==> config.mk <==
export PLATFORM = sky130hd
export DESIGN_NAME = rc_pulse_to_hue_led_driver
export DESIGN_NICKNAME = d
export VERILOG_FILES = /design/src/hw/rtl/rchue_pkg.sv /design/src/hw/rtl/rchue_map_div.sv /design/src/hw/rtl/rc_pulse_to_hue_led_driver.sv
export SDC_FILE = /design/constraint.sdc
export NUM_CORES = 1
export LEC_CHECK = 0
export BUFFER_PORTS_ARGS = -buffer_cell sky130_fd_sc_hd__buf_2
export CORE_UTILIZATION = 45
export DETAILED_ROUTE_END_ITERATION = 8
export GPL_TIMING_DRIVEN = 0
export PLACE_DENSITY_LB_ADDON = 0.1
export SYNTH_ARGS = -nofsm -noshare
export SYNTH_HDL_FRONTEND = slang
export SYNTH_SLANG_ARGS = --single-unit
==> constraint.sdc <==
create_clock -name clk_i -period 13.3 [get_ports clk_i]
set_clock_uncertainty 0.2 [all_clocks]
set_input_delay 0 -clock clk_i [delete_from_list [all_inputs] [get_ports clk_i]]
set_output_delay 0 -clock clk_i [all_outputs]
set_load 0.01 [all_outputs]
==> src/hw/rtl/rchue_pkg.sv <==
`default_nettype none

package rchue_pkg;

  // configuration register indexes
  typedef enum logic [2:0] {
    CFG_ON_THRESHOLD     = 3'd0,
    CFG_HUE_PULSE_MIN    = 3'd1,
    CFG_HUE_PULSE_MAX    = 3'd2,
    CFG_BRIGHT_PULSE_MIN = 3'd3,
    CFG_BRIGHT_PULSE_MAX = 3'd4
  } cfg_idx_e;

  localparam int unsigned CfgWidth  = 16;
  localparam int unsigned CfgIdxW   = 3;
  localparam int unsigned QuotW     = 9;
  localparam int unsigned WidthInit = 1500;

  localparam logic [15:0] OnThresholdInit    = 16'd1800;
  localparam logic [15:0] HuePulseMinInit    = 16'd1000;
  localparam logic [15:0] HuePulseMaxInit    = 16'd2000;
  localparam logic [15:0] BrightPulseMinInit = 16'd1200;
  localparam logic [15:0] BrightPulseMaxInit = 16'd1800;

  localparam logic [8:0]  HueTop    = 9'd360;
  localparam logic [8:0]  DutyTop   = 9'd255;
  localparam logic [7:0]  DutyFull  = 8'd255;
  localparam logic [5:0]  SectorDeg = 6'd60;
  // ceil(2^16 / 60), exact for hues up to 360
  localparam logic [10:0] SectorRecip = 11'd1093;

  // dominant color codes
  localparam logic [1:0] DOM_NONE  = 2'd0;
  localparam logic [1:0] DOM_BLUE  = 2'd1;
  localparam logic [1:0] DOM_GREEN = 2'd2;
  localparam logic [1:0] DOM_RED   = 2'd3;

  // micro-operations
  typedef enum logic [3:0] {
    OP_WAIT,
    OP_CHECK,
    OP_LOAD,
    OP_PRE,
    OP_ITER,
    OP_STORE,
    OP_SECTOR,
    OP_RGB,
    OP_EMIT,
    OP_JUMP
  } op_e;

  typedef logic [3:0] step_t;

  localparam step_t STEP_WAIT      = 4'd0;
  localparam step_t STEP_CHECK     = 4'd1;
  localparam step_t STEP_HUE_LOAD  = 4'd2;
  localparam step_t STEP_HUE_PRE   = 4'd3;
  localparam step_t STEP_HUE_ITER  = 4'd4;
  localparam step_t STEP_HUE_STORE = 4'd5;
  localparam step_t STEP_BRT_LOAD  = 4'd6;
  localparam step_t STEP_BRT_PRE   = 4'd7;
  localparam step_t STEP_BRT_ITER  = 4'd8;
  localparam step_t STEP_BRT_STORE = 4'd9;
  localparam step_t STEP_SECTOR    = 4'd10;
  localparam step_t STEP_RGB       = 4'd11;
  localparam step_t STEP_EMIT      = 4'd12;

  // mapping select: hue or brightness
  localparam logic SEL_HUE    = 1'b0;
  localparam logic SEL_BRIGHT = 1'b1;

  typedef struct packed {
    op_e   op;
    logic  sel;
    step_t target;
  } uword_t;

  // control of the mapping divider
  typedef struct packed {
    logic load;
    logic pre;
    logic iter;
  } map_ctrl_t;

  // status of the mapping divider
  typedef struct packed {
    logic resolved;
    logic last;
  } map_stat_t;

  // microcode program
  function automatic uword_t ucode(input step_t step);
    uword_t w;
    case (step)
      STEP_WAIT:      w = '{op: OP_WAIT,   sel: SEL_HUE,    target: STEP_CHECK};
      STEP_CHECK:     w = '{op: OP_CHECK,  sel: SEL_HUE,    target: STEP_EMIT};
      STEP_HUE_LOAD:  w = '{op: OP_LOAD,   sel: SEL_HUE,    target: STEP_HUE_PRE};
      STEP_HUE_PRE:   w = '{op: OP_PRE,    sel: SEL_HUE,    target: STEP_HUE_STORE};
      STEP_HUE_ITER:  w = '{op: OP_ITER,   sel: SEL_HUE,    target: STEP_HUE_ITER};
      STEP_HUE_STORE: w = '{op: OP_STORE,  sel: SEL_HUE,    target: STEP_BRT_LOAD};
      STEP_BRT_LOAD:  w = '{op: OP_LOAD,   sel: SEL_BRIGHT, target: STEP_BRT_PRE};
      STEP_BRT_PRE:   w = '{op: OP_PRE,    sel: SEL_BRIGHT, target: STEP_BRT_STORE};
      STEP_BRT_ITER:  w = '{op: OP_ITER,   sel: SEL_BRIGHT, target: STEP_BRT_ITER};
      STEP_BRT_STORE: w = '{op: OP_STORE,  sel: SEL_BRIGHT, target: STEP_SECTOR};
      STEP_SECTOR:    w = '{op: OP_SECTOR, sel: SEL_HUE,    target: STEP_RGB};
      STEP_RGB:       w = '{op: OP_RGB,    sel: SEL_HUE,    target: STEP_EMIT};
      STEP_EMIT:      w = '{op: OP_EMIT,   sel: SEL_HUE,    target: STEP_WAIT};
      default:        w = '{op: OP_JUMP,   sel: SEL_HUE,    target: STEP_WAIT};
    endcase
    return w;
  endfunction

endpackage

`default_nettype wire

==> src/hw/rtl/rchue_map_div.sv <==
`default_nettype none

// maps a pulse width to (w - lo) * top / (hi - lo) in 0..511, one quotient bit per step
module rchue_map_div #(
  parameter int unsigned CW = 16
) (
  input  wire                            clk_i,
  input  wire                            rst_ni,
  input  rchue_pkg::map_ctrl_t           ctrl_i,
  input  wire [CW-1:0]                   width_i,
  input  wire [15:0]                     lo_i,
  input  wire [15:0]                     hi_i,
  input  wire [8:0]                      top_i,
  output rchue_pkg::map_stat_t           stat_o,
  output logic [rchue_pkg::QuotW-1:0]    quot_o
);
  import rchue_pkg::*;

  localparam int unsigned NW = CW + 10;

  logic [CW:0]      diff;
  logic             diff_neg;
  logic [CW:0]      diff_mag;
  logic [16:0]      span;
  logic             span_neg;
  logic [15:0]      span_mag;
  logic [NW-1:0]    num;

  logic [NW-1:0]    num_q;
  logic [15:0]      smag_q;
  logic             zero_q;
  logic             neg_q;
  logic [15:0]      rem_q;
  logic [8:0]       bits_q;
  logic [3:0]       cnt_q;
  logic [QuotW-1:0] quot_q;

  logic             sat;
  logic [16:0]      trial;
  logic             ge;

  // operand setup: magnitudes and signs
  always_comb begin
    diff     = {1'b0, width_i} - (CW+1)'(lo_i);
    diff_neg = diff[CW];
    diff_mag = diff_neg ? (~diff + 1'b1) : diff;
    span     = {1'b0, hi_i} - {1'b0, lo_i};
    span_neg = span[16];
    span_mag = span_neg ? 16'(~span + 1'b1) : span[15:0];
    num      = NW'(diff_mag) * NW'(top_i);
  end

  // quotient of 512 or more saturates
  assign sat   = num_q[NW-1:9] >= (CW+1)'(smag_q);
  assign trial = {rem_q, bits_q[8]};
  assign ge    = trial >= {1'b0, smag_q};

  assign stat_o.resolved = zero_q || neg_q || sat;
  assign stat_o.last     = (cnt_q == 4'd0);
  assign quot_o          = quot_q;

  always_ff @(posedge clk_i or negedge rst_ni) begin
    if (!rst_ni) begin
      cnt_q  <= 4'd0;
      zero_q <= 1'b0;
      neg_q  <= 1'b0;
    end else begin
      // latch operands
      if (ctrl_i.load) begin
        num_q  <= num;
        smag_q <= span_mag;
        zero_q <= (span_mag == 16'd0);
        neg_q  <= diff_neg ^ span_neg;
      end
      // resolve special cases or start the long division
      if (ctrl_i.pre) begin
        if (zero_q || neg_q) begin
          quot_q <= '0;
        end else if (sat) begin
          quot_q <= '1;
        end else begin
          quot_q <= '0;
          rem_q  <= num_q[24:9];
          bits_q <= num_q[8:0];
          cnt_q  <= 4'd8;
        end
      end
      // one restoring step
      if (ctrl_i.iter) begin
        rem_q  <= ge ? 16'(trial - {1'b0, smag_q}) : trial[15:0];
        quot_q <= {quot_q[QuotW-2:0], ge};
        bits_q <= {bits_q[7:0], 1'b0};
        cnt_q  <= cnt_q - 4'd1;
      end
    end
  end

endmodule

`default_nettype wire

==> src/hw/rtl/rc_pulse_to_hue_led_driver.sv <==
// RC pulse decoder driving a hue LED and mono LEDs.
// Input channel: one item per microsecond tick, three sampled receiver pin
// levels. Each channel counts its high time (saturating) and latches the
// width on a falling edge; the result uses the widths as updated by the tick.
// Output channel: one item per input item with RGB duties, mono duty, enable
// and dominant color; all zero when the on/off width is below on_threshold.
// Configuration: write enable, index and 16-bit data, taken at any edge with
// the enable high; unknown indexes are ignored.
// Sequencing: a microcoded sequencer steps through a 13-word program; the
// two mappings share one divider that yields one quotient bit per cycle.
// An enabled item runs check, then load, pre, iterations and store for each
// mapping, then sector, rgb and emit; a mapping that clamps to zero,
// overflows nine quotient bits or hits a zero span skips its iterations;
// a disabled item goes from check straight to emit. The next item is
// accepted only in the wait step after emit, not while one is in progress.
// Stall: the result sits in an output register; while it waits, the block
// accepts and works on the next item and holds in its emit step until free.
// Reset: widths return to 1500, counters and levels to zero, registers to
// their defaults, and no result is pending.
`default_nettype none

module rc_pulse_to_hue_led_driver #(
  parameter int unsigned PULSE_COUNT_BITS = 16
) (
  input  wire                           clk_i,
  input  wire                           rst_ni,
  input  wire                           cfg_we_i,
  input  wire [rchue_pkg::CfgIdxW-1:0]  cfg_idx_i,
  input  wire [rchue_pkg::CfgWidth-1:0] cfg_wdata_i,
  input  wire                           in_valid_i,
  output logic                          in_ready_o,
  input  wire                           on_off_level_i,
  input  wire                           hue_level_i,
  input  wire                           brightness_level_i,
  output logic                          out_valid_o,
  input  wire                           out_ready_i,
  output logic [7:0]                    red_duty_o,
  output logic [7:0]                    green_duty_o,
  output logic [7:0]                    blue_duty_o,
  output logic [7:0]                    mono_duty_o,
  output logic                          leds_enabled_o,
  output logic [1:0]                    dominant_color_o
);
  import rchue_pkg::*;

  localparam int unsigned W  = PULSE_COUNT_BITS;
  localparam int unsigned CW = (W > 16) ? W : 16;
  localparam int unsigned NCh = 3;

  // config registers
  logic [15:0] on_thr_q, hue_min_q, hue_max_q, brt_min_q, brt_max_q;

  // channel timing
  logic [NCh-1:0] prev_q;
  logic [W-1:0]   cnt_q   [NCh];
  logic [W-1:0]   width_q [NCh];
  logic [NCh-1:0] lvl;

  // sequencer and datapath
  step_t          step_q, step_d;
  uword_t         uw;
  map_ctrl_t      mctrl;
  map_stat_t      mstat;
  logic [QuotW-1:0] quot;
  logic           en_q;
  logic [8:0]     hue_q;
  logic [7:0]     mono_q;
  logic [2:0]     sec_q;
  logic [5:0]     t_q;
  logic [7:0]     red_q, green_q, blue_q;

  logic           accept;
  logic           out_free;
  logic           enable_now;
  logic [CW-1:0]  map_w;
  logic [15:0]    map_lo, map_hi;
  logic [8:0]     map_top;
  logic [19:0]    sec_prod;
  logic [2:0]     sec;
  logic [8:0]     t_full;
  logic [9:0]     rise17, fall17;
  logic [7:0]     ramp;
  logic [2:0]     sec_sel;
  logic [1:0]     dom;

  assign lvl        = {brightness_level_i, hue_level_i, on_off_level_i};
  assign uw         = ucode(step_q);
  assign in_ready_o = (uw.op == OP_WAIT);
  assign accept     = in_valid_i && in_ready_o;
  assign out_free   = !out_valid_o || out_ready_i;
  assign enable_now = CW'(width_q[0]) >= CW'(on_thr_q);

  // next step
  always_comb begin
    step_d = step_q + 4'd1;
    case (uw.op)
      OP_WAIT:  if (!accept) step_d = step_q;
      OP_CHECK: if (!enable_now) step_d = uw.target;
      OP_PRE:   if (mstat.resolved) step_d = uw.target;
      OP_ITER:  if (!mstat.last) step_d = uw.target;
      OP_EMIT:  step_d = out_free ? uw.target : step_q;
      OP_JUMP:  step_d = uw.target;
      default:  step_d = step_q + 4'd1;
    endcase
  end

  // divider operands
  always_comb begin
    mctrl.load = (uw.op == OP_LOAD);
    mctrl.pre  = (uw.op == OP_PRE);
    mctrl.iter = (uw.op == OP_ITER);
    if (uw.sel == SEL_BRIGHT) begin
      map_w   = CW'(width_q[2]);
      map_lo  = brt_min_q;
      map_hi  = brt_max_q;
      map_top = DutyTop;
    end else begin
      map_w   = CW'(width_q[1]);
      map_lo  = hue_min_q;
      map_hi  = hue_max_q;
      map_top = HueTop;
    end
  end

  rchue_map_div #(
    .CW(CW)
  ) u_map_div (
    .clk_i   (clk_i),
    .rst_ni  (rst_ni),
    .ctrl_i  (mctrl),
    .width_i (map_w),
    .lo_i    (map_lo),
    .hi_i    (map_hi),
    .top_i   (map_top),
    .stat_o  (mstat),
    .quot_o  (quot)
  );

  // hue sector and remainder by reciprocal multiply
  always_comb begin
    sec_prod = 20'(hue_q) * 20'(SectorRecip);
    sec      = sec_prod[18:16];
    t_full   = hue_q - 9'(sec) * 9'(SectorDeg);
  end

  // ramps: 255*t/60 is 17*t/4
  always_comb begin
    rise17  = 10'(t_q) * 10'd17;
    fall17  = 10'(SectorDeg - t_q) * 10'd17;
    ramp    = sec_q[0] ? fall17[9:2] : rise17[9:2];
    sec_sel = (sec_q > 3'd5) ? 3'd5 : sec_q;
  end

  // dominant color
  always_comb begin
    if (red_q > green_q && red_q > blue_q) begin
      dom = DOM_RED;
    end else if (green_q > red_q && green_q > blue_q) begin
      dom = DOM_GREEN;
    end else if (blue_q > red_q && blue_q > green_q) begin
      dom = DOM_BLUE;
    end else begin
      dom = DOM_NONE;
    end
  end

  always_ff @(posedge clk_i or negedge rst_ni) begin
    if (!rst_ni) begin
      step_q      <= STEP_WAIT;
      on_thr_q    <= OnThresholdInit;
      hue_min_q   <= HuePulseMinInit;
      hue_max_q   <= HuePulseMaxInit;
      brt_min_q   <= BrightPulseMinInit;
      brt_max_q   <= BrightPulseMaxInit;
      prev_q      <= '0;
      for (int i = 0; i < NCh; i++) begin
        cnt_q[i]   <= '0;
        width_q[i] <= W'(WidthInit);
      end
      en_q        <= 1'b0;
      out_valid_o <= 1'b0;
    end else begin
      step_q <= step_d;

      // configuration writes
      if (cfg_we_i) begin
        case (cfg_idx_i)
          CFG_ON_THRESHOLD:     on_thr_q  <= cfg_wdata_i;
          CFG_HUE_PULSE_MIN:    hue_min_q <= cfg_wdata_i;
          CFG_HUE_PULSE_MAX:    hue_max_q <= cfg_wdata_i;
          CFG_BRIGHT_PULSE_MIN: brt_min_q <= cfg_wdata_i;
          CFG_BRIGHT_PULSE_MAX: brt_max_q <= cfg_wdata_i;
          default: ;
        endcase
      end

      // pulse timing on each accepted tick
      if (accept) begin
        prev_q <= lvl;
        for (int i = 0; i < NCh; i++) begin
          if (lvl[i]) begin
            if (!prev_q[i]) begin
              cnt_q[i] <= W'(1);
            end else if (cnt_q[i] != '1) begin
              cnt_q[i] <= cnt_q[i] + W'(1);
            end
          end else if (prev_q[i]) begin
            width_q[i] <= cnt_q[i];
          end
        end
      end

      if (uw.op == OP_CHECK) begin
        en_q <= enable_now;
      end

      // clamp and store mapped values
      if (uw.op == OP_STORE) begin
        if (uw.sel == SEL_BRIGHT) begin
          mono_q <= (quot > DutyTop) ? DutyFull : quot[7:0];
        end else begin
          hue_q <= (quot > HueTop) ? HueTop : quot;
        end
      end

      if (uw.op == OP_SECTOR) begin
        sec_q <= sec;
        t_q   <= t_full[5:0];
      end

      // full-saturation hue to rgb
      if (uw.op == OP_RGB) begin
        case (sec_sel)
          3'd0: begin red_q <= DutyFull; green_q <= ramp;     blue_q <= 8'd0;     end
          3'd1: begin red_q <= ramp;     green_q <= DutyFull; blue_q <= 8'd0;     end
          3'd2: begin red_q <= 8'd0;     green_q <= DutyFull; blue_q <= ramp;     end
          3'd3: begin red_q <= 8'd0;     green_q <= ramp;     blue_q <= DutyFull; end
          3'd4: begin red_q <= ramp;     green_q <= 8'd0;     blue_q <= DutyFull; end
          default: begin red_q <= DutyFull; green_q <= 8'd0;  blue_q <= ramp;     end
        endcase
      end

      // output register
      if (uw.op == OP_EMIT && out_free) begin
        out_valid_o      <= 1'b1;
        red_duty_o       <= en_q ? red_q : 8'd0;
        green_duty_o     <= en_q ? green_q : 8'd0;
        blue_duty_o      <= en_q ? blue_q : 8'd0;
        mono_duty_o      <= en_q ? mono_q : 8'd0;
        leds_enabled_o   <= en_q;
        dominant_color_o <= en_q ? dom : DOM_NONE;
      end else if (out_ready_i) begin
        out_valid_o <= 1'b0;
      end
    end
  end

endmodule

`default_nettype wire

**Word-level counts from Yosys, hierarchy flattened**

Memories as Yosys holds them, arrays and structs flattened.
Index checks and enable logic that the tools add are counted.

- Reduce and logical (&&, ||, !) cells: 43
- Eq/ne operators: 27
- Mux-type cells: 45
- Multipliers: 5
- Add/sub/neg operators: 12
- Magnitude comparators: 12
- Bitwise gates (word level): 7

Operator list:

| cell | number |
|---|---|
| $mux W16 | 15 |
| $mux W9 | 9 |
| $add A16 B1 Y16 const B | 4 |
| $gt A8 B8 Y1 | 6 |
| $ne A16 B16 Y1 const B | 3 |
| $pmux W8 S2 | 3 |
| $mux W4 | 9 |
| $ge A17 B16 Y1 | 2 |
| $sub A16 B16 Y17 | 2 |
| $reduce_and A3 Y1 | 9 |
| $mul A17 B9 Y26 | 1 |
| $pmux W4 S6 | 1 |
| $reduce_and A2 Y1 | 11 |
| $mul A9 B11 Y19 const B | 1 |
| $add A17 B1 Y17 const B | 1 |
| $mux W17 | 1 |
| $not A17 Y17 | 1 |
| $eq A4 B3 Y1 const B | 4 |
| $ge A16 B16 Y1 | 1 |
| $logic_not A16 Y1 | 1 |
| $not A16 Y16 | 1 |
| $sub A16 B16 Y16 | 1 |
| $eq A3 B2 Y1 const B | 4 |
| $reduce_or A2 Y1 | 6 |
| 30 further kinds | 54 |

- Bits in read-only memories: 144
- Input bits: 27
- Output and inout port bits: 37
- Word-level logic and storage cells: 189
- Register bits: 352
- Memories: 1

Memories:

| name | depth | width | read ports | clocked after Yosys merged registers in | write ports | line | text |
|---|---|---|---|---|---|---|---|
| (no name shown) | 16 | 9 | 1 | 0 | 0 | rchue_pkg.sv:94 | `case (step)` |

**Longest topological paths before layout**

An unclocked memory read counts as a cell.

- Depth in word-level cells: 7
- Gate-level depth with buffers: 45

**Modules after synthesis**

Synthesis repeated with hierarchy kept, for this count alone.

- Cells, all modules: 2,472
- Area total of the unflattened synthesis: 25,378.1 µm²

By module, submodules not included:

| module | area an instance (µm²) | times used | cells an instance |
|---|---|---|---|
| rc_pulse_to_hue_led_driver | 14,144.8 | 1 | 1,234 |
| rchue_map_div | 11,233.3 | 1 | 1,238 |

**Least setup slack after synthesis**

No wires, ideal clock.

- Path kind: register to register
- Start point: register step_q[3]
- End point: register u_map_div.num_q[22] (data pin)
- Stages on the path, launching flop included: 43
- Library setup time: 0.266 ns
- Data required time: 12.834 ns
- Slack: 3.391 ns
- Path buffers: 6
- Clock period less this slack: 9.909 ns
- Arrival time: 9.443 ns
- Cell sequence: dfrtp_1 > buf_4 > buf_2 > buf_1 > clkbuf_1 > o21ai_1 > clkbuf_1 > buf_1 > nand2_1 > nand2_1 > ha_1 > inv_1 > fa_1 > maj3_2 > o2111a_1 > o41ai_1 > o21ai_1 > a311oi_2 > (+7 left out) > ha_1 > inv_1 > fa_1 > inv_1 > ha_1 > nor2b_1 > o21ai_0 > a21boi_0 > o21ai_0 > a21boi_0 > o21ai_0 > a21boi_0 > o311a_1 > o211ai_1 > a21oi_1 > nor4_1 > nor3_1 > xor2_1

- Longest elaborated chain between the ends: 7
- Elaborated cells on any way between the ends: 9

Ends and longest elaborated chain:

| what | line | text |
|---|---|---|
| from (decl) | rc_pulse_to_hue_led_driver.sv:60 | `step_t step_q, step_d;` |
| from (signal assigned) | rc_pulse_to_hue_led_driver.sv:183 | `step_q <= step_d;` |
| $mem_v2 Z16 W9 (*) | -- |  |
| $mux W16 | rc_pulse_to_hue_led_driver.sv:112 | `if (uw.sel == SEL_BRIGHT) begin` |
| $sub A16 B16 Y17 | rchue_map_div.sv:44 | `diff = {1'b0, width_i} - (CW+1)'(lo_i);` |
| $not A17 Y17 | rchue_map_div.sv:46 | `diff_mag = diff_neg ? (~diff + 1'b1) : diff;` |
| $add A17 B1 Y17 | rchue_map_div.sv:46 |  |
| $mux W17 | rchue_map_div.sv:46 |  |
| $mul A17 B9 Y26 (*) | rchue_map_div.sv:50 | `num = NW'(diff_mag) * NW'(top_i);` |
| named net u_map_div.num[22] | rchue_map_div.sv:27 | `logic [NW-1:0] num;` |
| to (signal assigned) | rchue_map_div.sv:70 | `num_q <= num;` |
| to (decl) | rchue_map_div.sv:29 | `logic [NW-1:0] num_q;` |

Mark *: on every way through the listed nets, which the timed path passes. The rest lies on a longest branch.
A chain may end at the register's enable or synchronous reset.

**Worst setup path in the final report**

- Start point: register step_q[3]
- End point: register u_map_div.num_q[24] (data pin)

Same word-level chain as after synthesis.

==> flow_summary.yaml <==
status:
  result_of_the_run: "finished, final reports clean"
drt:
  routed_via_density: 5.402
  route.antenna.remaining_nets: 0
  wl_um: 60980
  drt_iter0_drc: 1051
  avgRoutedWirePerCell_um: 17.78
  via_count: 18525
  drc_errors: 0
  pre_antenna_drt_iters: 5
placed_design:
  gp_congestion: 0.8487
  total_of_buffers_placed_on_input_and_output_ports: 61
  place.detailed.hpwl_um: 47370
  dp_cells: 3307
synthesis:
  synth-warning-count: 0
  synth_cell_types: 93
  number_of_enable_flip_flop_cells_after_synthesis: 161
  synth_fp_nets: 2846
  synth.cell_area_um2: 25210
  yosys.area.top_type: "sky130_fd_sc_hd__edfxtp_1"
  synth_commonest_cells: "sky130_fd_sc_hd__inv_1 (268), sky130_fd_sc_hd__ha_1 (234), sky130_fd_sc_hd__nand2_1 (219)"
  postSynth.topFlopCell: "sky130_fd_sc_hd__edfxtp_1"
  synth_async_sr_flop_share: 0.5426
  avg_cell_area_syn_um2: 10.11
  synth_seq_cells: 352
  synth_top_cell_area_share: 0.1918
  netlist_top_cells_area: "sky130_fd_sc_hd__edfxtp_1 (19%), sky130_fd_sc_hd__dfrtp_1 (14%), sky130_fd_sc_hd__ha_1 (12%)"
  synth.most_common_cell: "sky130_fd_sc_hd__inv_1"
  ys_seq_area_frac: 0.3837
  synth_cells: 2494
job:
  drv_cap: 0
sta:
  layout_worst_path_cycle_share: 0.9317
  drv_slew: 0
  accumulated_negative_setup_slack_ns: 0
  final_period_minus_worst_setup_slack_ns: 12.39
  relSlewSlack: 0.3509
  hold_viol_final: 0
  setup_violations: 0
  highest_clock_rate_mhz: 80.70
  transition_time_of_the_tightest_slew_check_pin_ns: 0.9736
clock_tree:
  cts_inserted_buffers: 42
  cts_tree: "built"
  clock_insertion_delay_worst_skew_ns: 0.60
  clockRootBuffer: "sky130_fd_sc_hd__clkbuf_16"
  maximum_clock_insertion_buffer_count: 3
  clock_tree.htree_level_count: 2
  clock_transition_at_the_registers_of_the_reported_paths_ns: 0.06
  clock_sink_count: 352
  post_cts.repair.setup_buffers: 0
floorplanning:
  die_area_um2: 56960
  die-width_um: 238.7
  pin_count: 64
  floorplan.initialDensity: 0.4566
  die_h_um: 238.7
  core_region_area_um2: 55200
  floorplan.rows: 86
worst_setup_path:
  worst_path_max_stage_delay_ns: 0.71
  timing.critical_path.required_ns: 13.38
  worst_setup_path_class: "flip-flop to flip-flop"
  worst_path_most_repeated_cell: "sky130_fd_sc_hd__inv_1"
  critical-path-slowest-cell: "sky130_fd_sc_hd__a311oi_2"
  critical_path_arrival_ns: 12.47
  timing.critical_path.max_delay_family: "compound AO/OA/AOI/OAI gates"
  crit_path_end_kind: "flip-flop"
  critPathBufInv: 11
  critPathLaunchType: "flip-flop"
  worst-path-max-fanout: 10
final_layout:
  diode_count: 0
  top_regs: "cnt_q (48), width_q (48), u_map_div.num_q (26)"
  fin_cells: 3429
  layout_cell_share_with_drive_strength_beyond_1: 0.1358
  num-nets-final: 2999
  synthesis_to_finish_area_growth_pct: 13.18
global_route:
  grt_antenna_before_repair: 1
  grt_max_degree: 123
  grt_remaining_overflow: 0
  grt_pass1_vias: 18860
  gr-usage-all-layers: 0.2211
  grt_first_pass_wirelength_um: 99890
hold_path:
  min-delay-path-class: "primary input to flip-flop"
worst register-to-register path: cells and delay by family (launching register included):
family	cells	cell delay, ns
adder cells (fa/ha/maj)	8	2.99
buffers and inverters	11	2.15
XOR/XNOR	1	0.37
flip-flops	1	0.37
AND/OR/NAND/NOR	5	0.85
AO/OA/AOI/OAI	16	5.14
final cells by class:
class,count,area [µm²]
Inverter,270,1013
Clock buffer,60,1230
Buffer,90,384.1
Multi-Input combinational cell,1782,14180
Timing Repair Buffer,109,850.8
Sequential cell,352,9671
Fill cell,5123,26670
Clock inverter,18,265.3
Tap cell,748,935.9
placed cells by master, fill, tap and decap left out, drive strengths merged, types with 109 or more instances in the layout:
cell	Yosys	final
clkbuf	71	132
nand2	221	221
o21ai	109	109
inv	269	272
dfrtp	146	146
ha	234	234
a21oi	124	124
edfxtp	161	161
mux2	114	114
nor2	173	173
what timing repair did:
action | in CTS | in global routing
setup endpoints to repair | 0 | 4
hold buffers | 44 | 0
resized for setup | 0 | 8
endpoints found under the hold margin | 318 | 0
metrics by stage:
step	hold WS (ns)	utilization	area [µm²]	worst slack, ns
after global routing	0.03946	0.5168	28530	-0.006559
after global placement	0.06516	0.4791	26450	0.04694
final	0.02157	0.5168	28530	0.9081
after detailed placement	-0.1833	0.4811	26550	0.1328
after floorplan	-0.4956	-	25210	3.391
after CTS	0.004374	0.5164	28510	0.03839
final timing paths:
| path | end | slack [ns] | cells past startpoint | from |
|---|---|---|---|---|
| max in group asynchronous | u_map_div.cnt_q[3] | 11.85 | 4 | rst_ni |
| min in group asynchronous | on_thr_q[10] | 0.38 | 3 | rst_ni |
| hold / removal | prev_q[2] | 0.02 | 4 | brightness_level_i |
| hold reg to reg | hue_min_q[12] | 0.30 | 1 | hue_min_q[12] |
| setup / recovery | u_map_div.num_q[24] | 0.91 | 41 | step_q[3] |
| setup reg to reg | u_map_div.num_q[24] | 0.91 | 41 | step_q[3] |
logic make-up after synthesis:
group,count (synthesis),synth area share
xor gates and xnor gates,143,0.05143
buffers and inverters,360,0.05535
adders and majority gates,331,0.1909
and+or+nand+nor,703,0.1356
muxes,139,0.06086
DFF,352,0.3837
AOI/OAI and AO/OA,466,0.1223
routing by layer:
metal	global-route usage	wire [µm]	up-vias
met2	0.3650	28570	385
li1	-	-	9023
met4	0.07673	2012	0
met1	0.2983	28120	9017
met5	0	0	-
met3	0.02875	2279	100
Power is left out: the tool's default activity adds up to more than one toggle a clock period on the data nets, which glitch-free logic cannot reach.
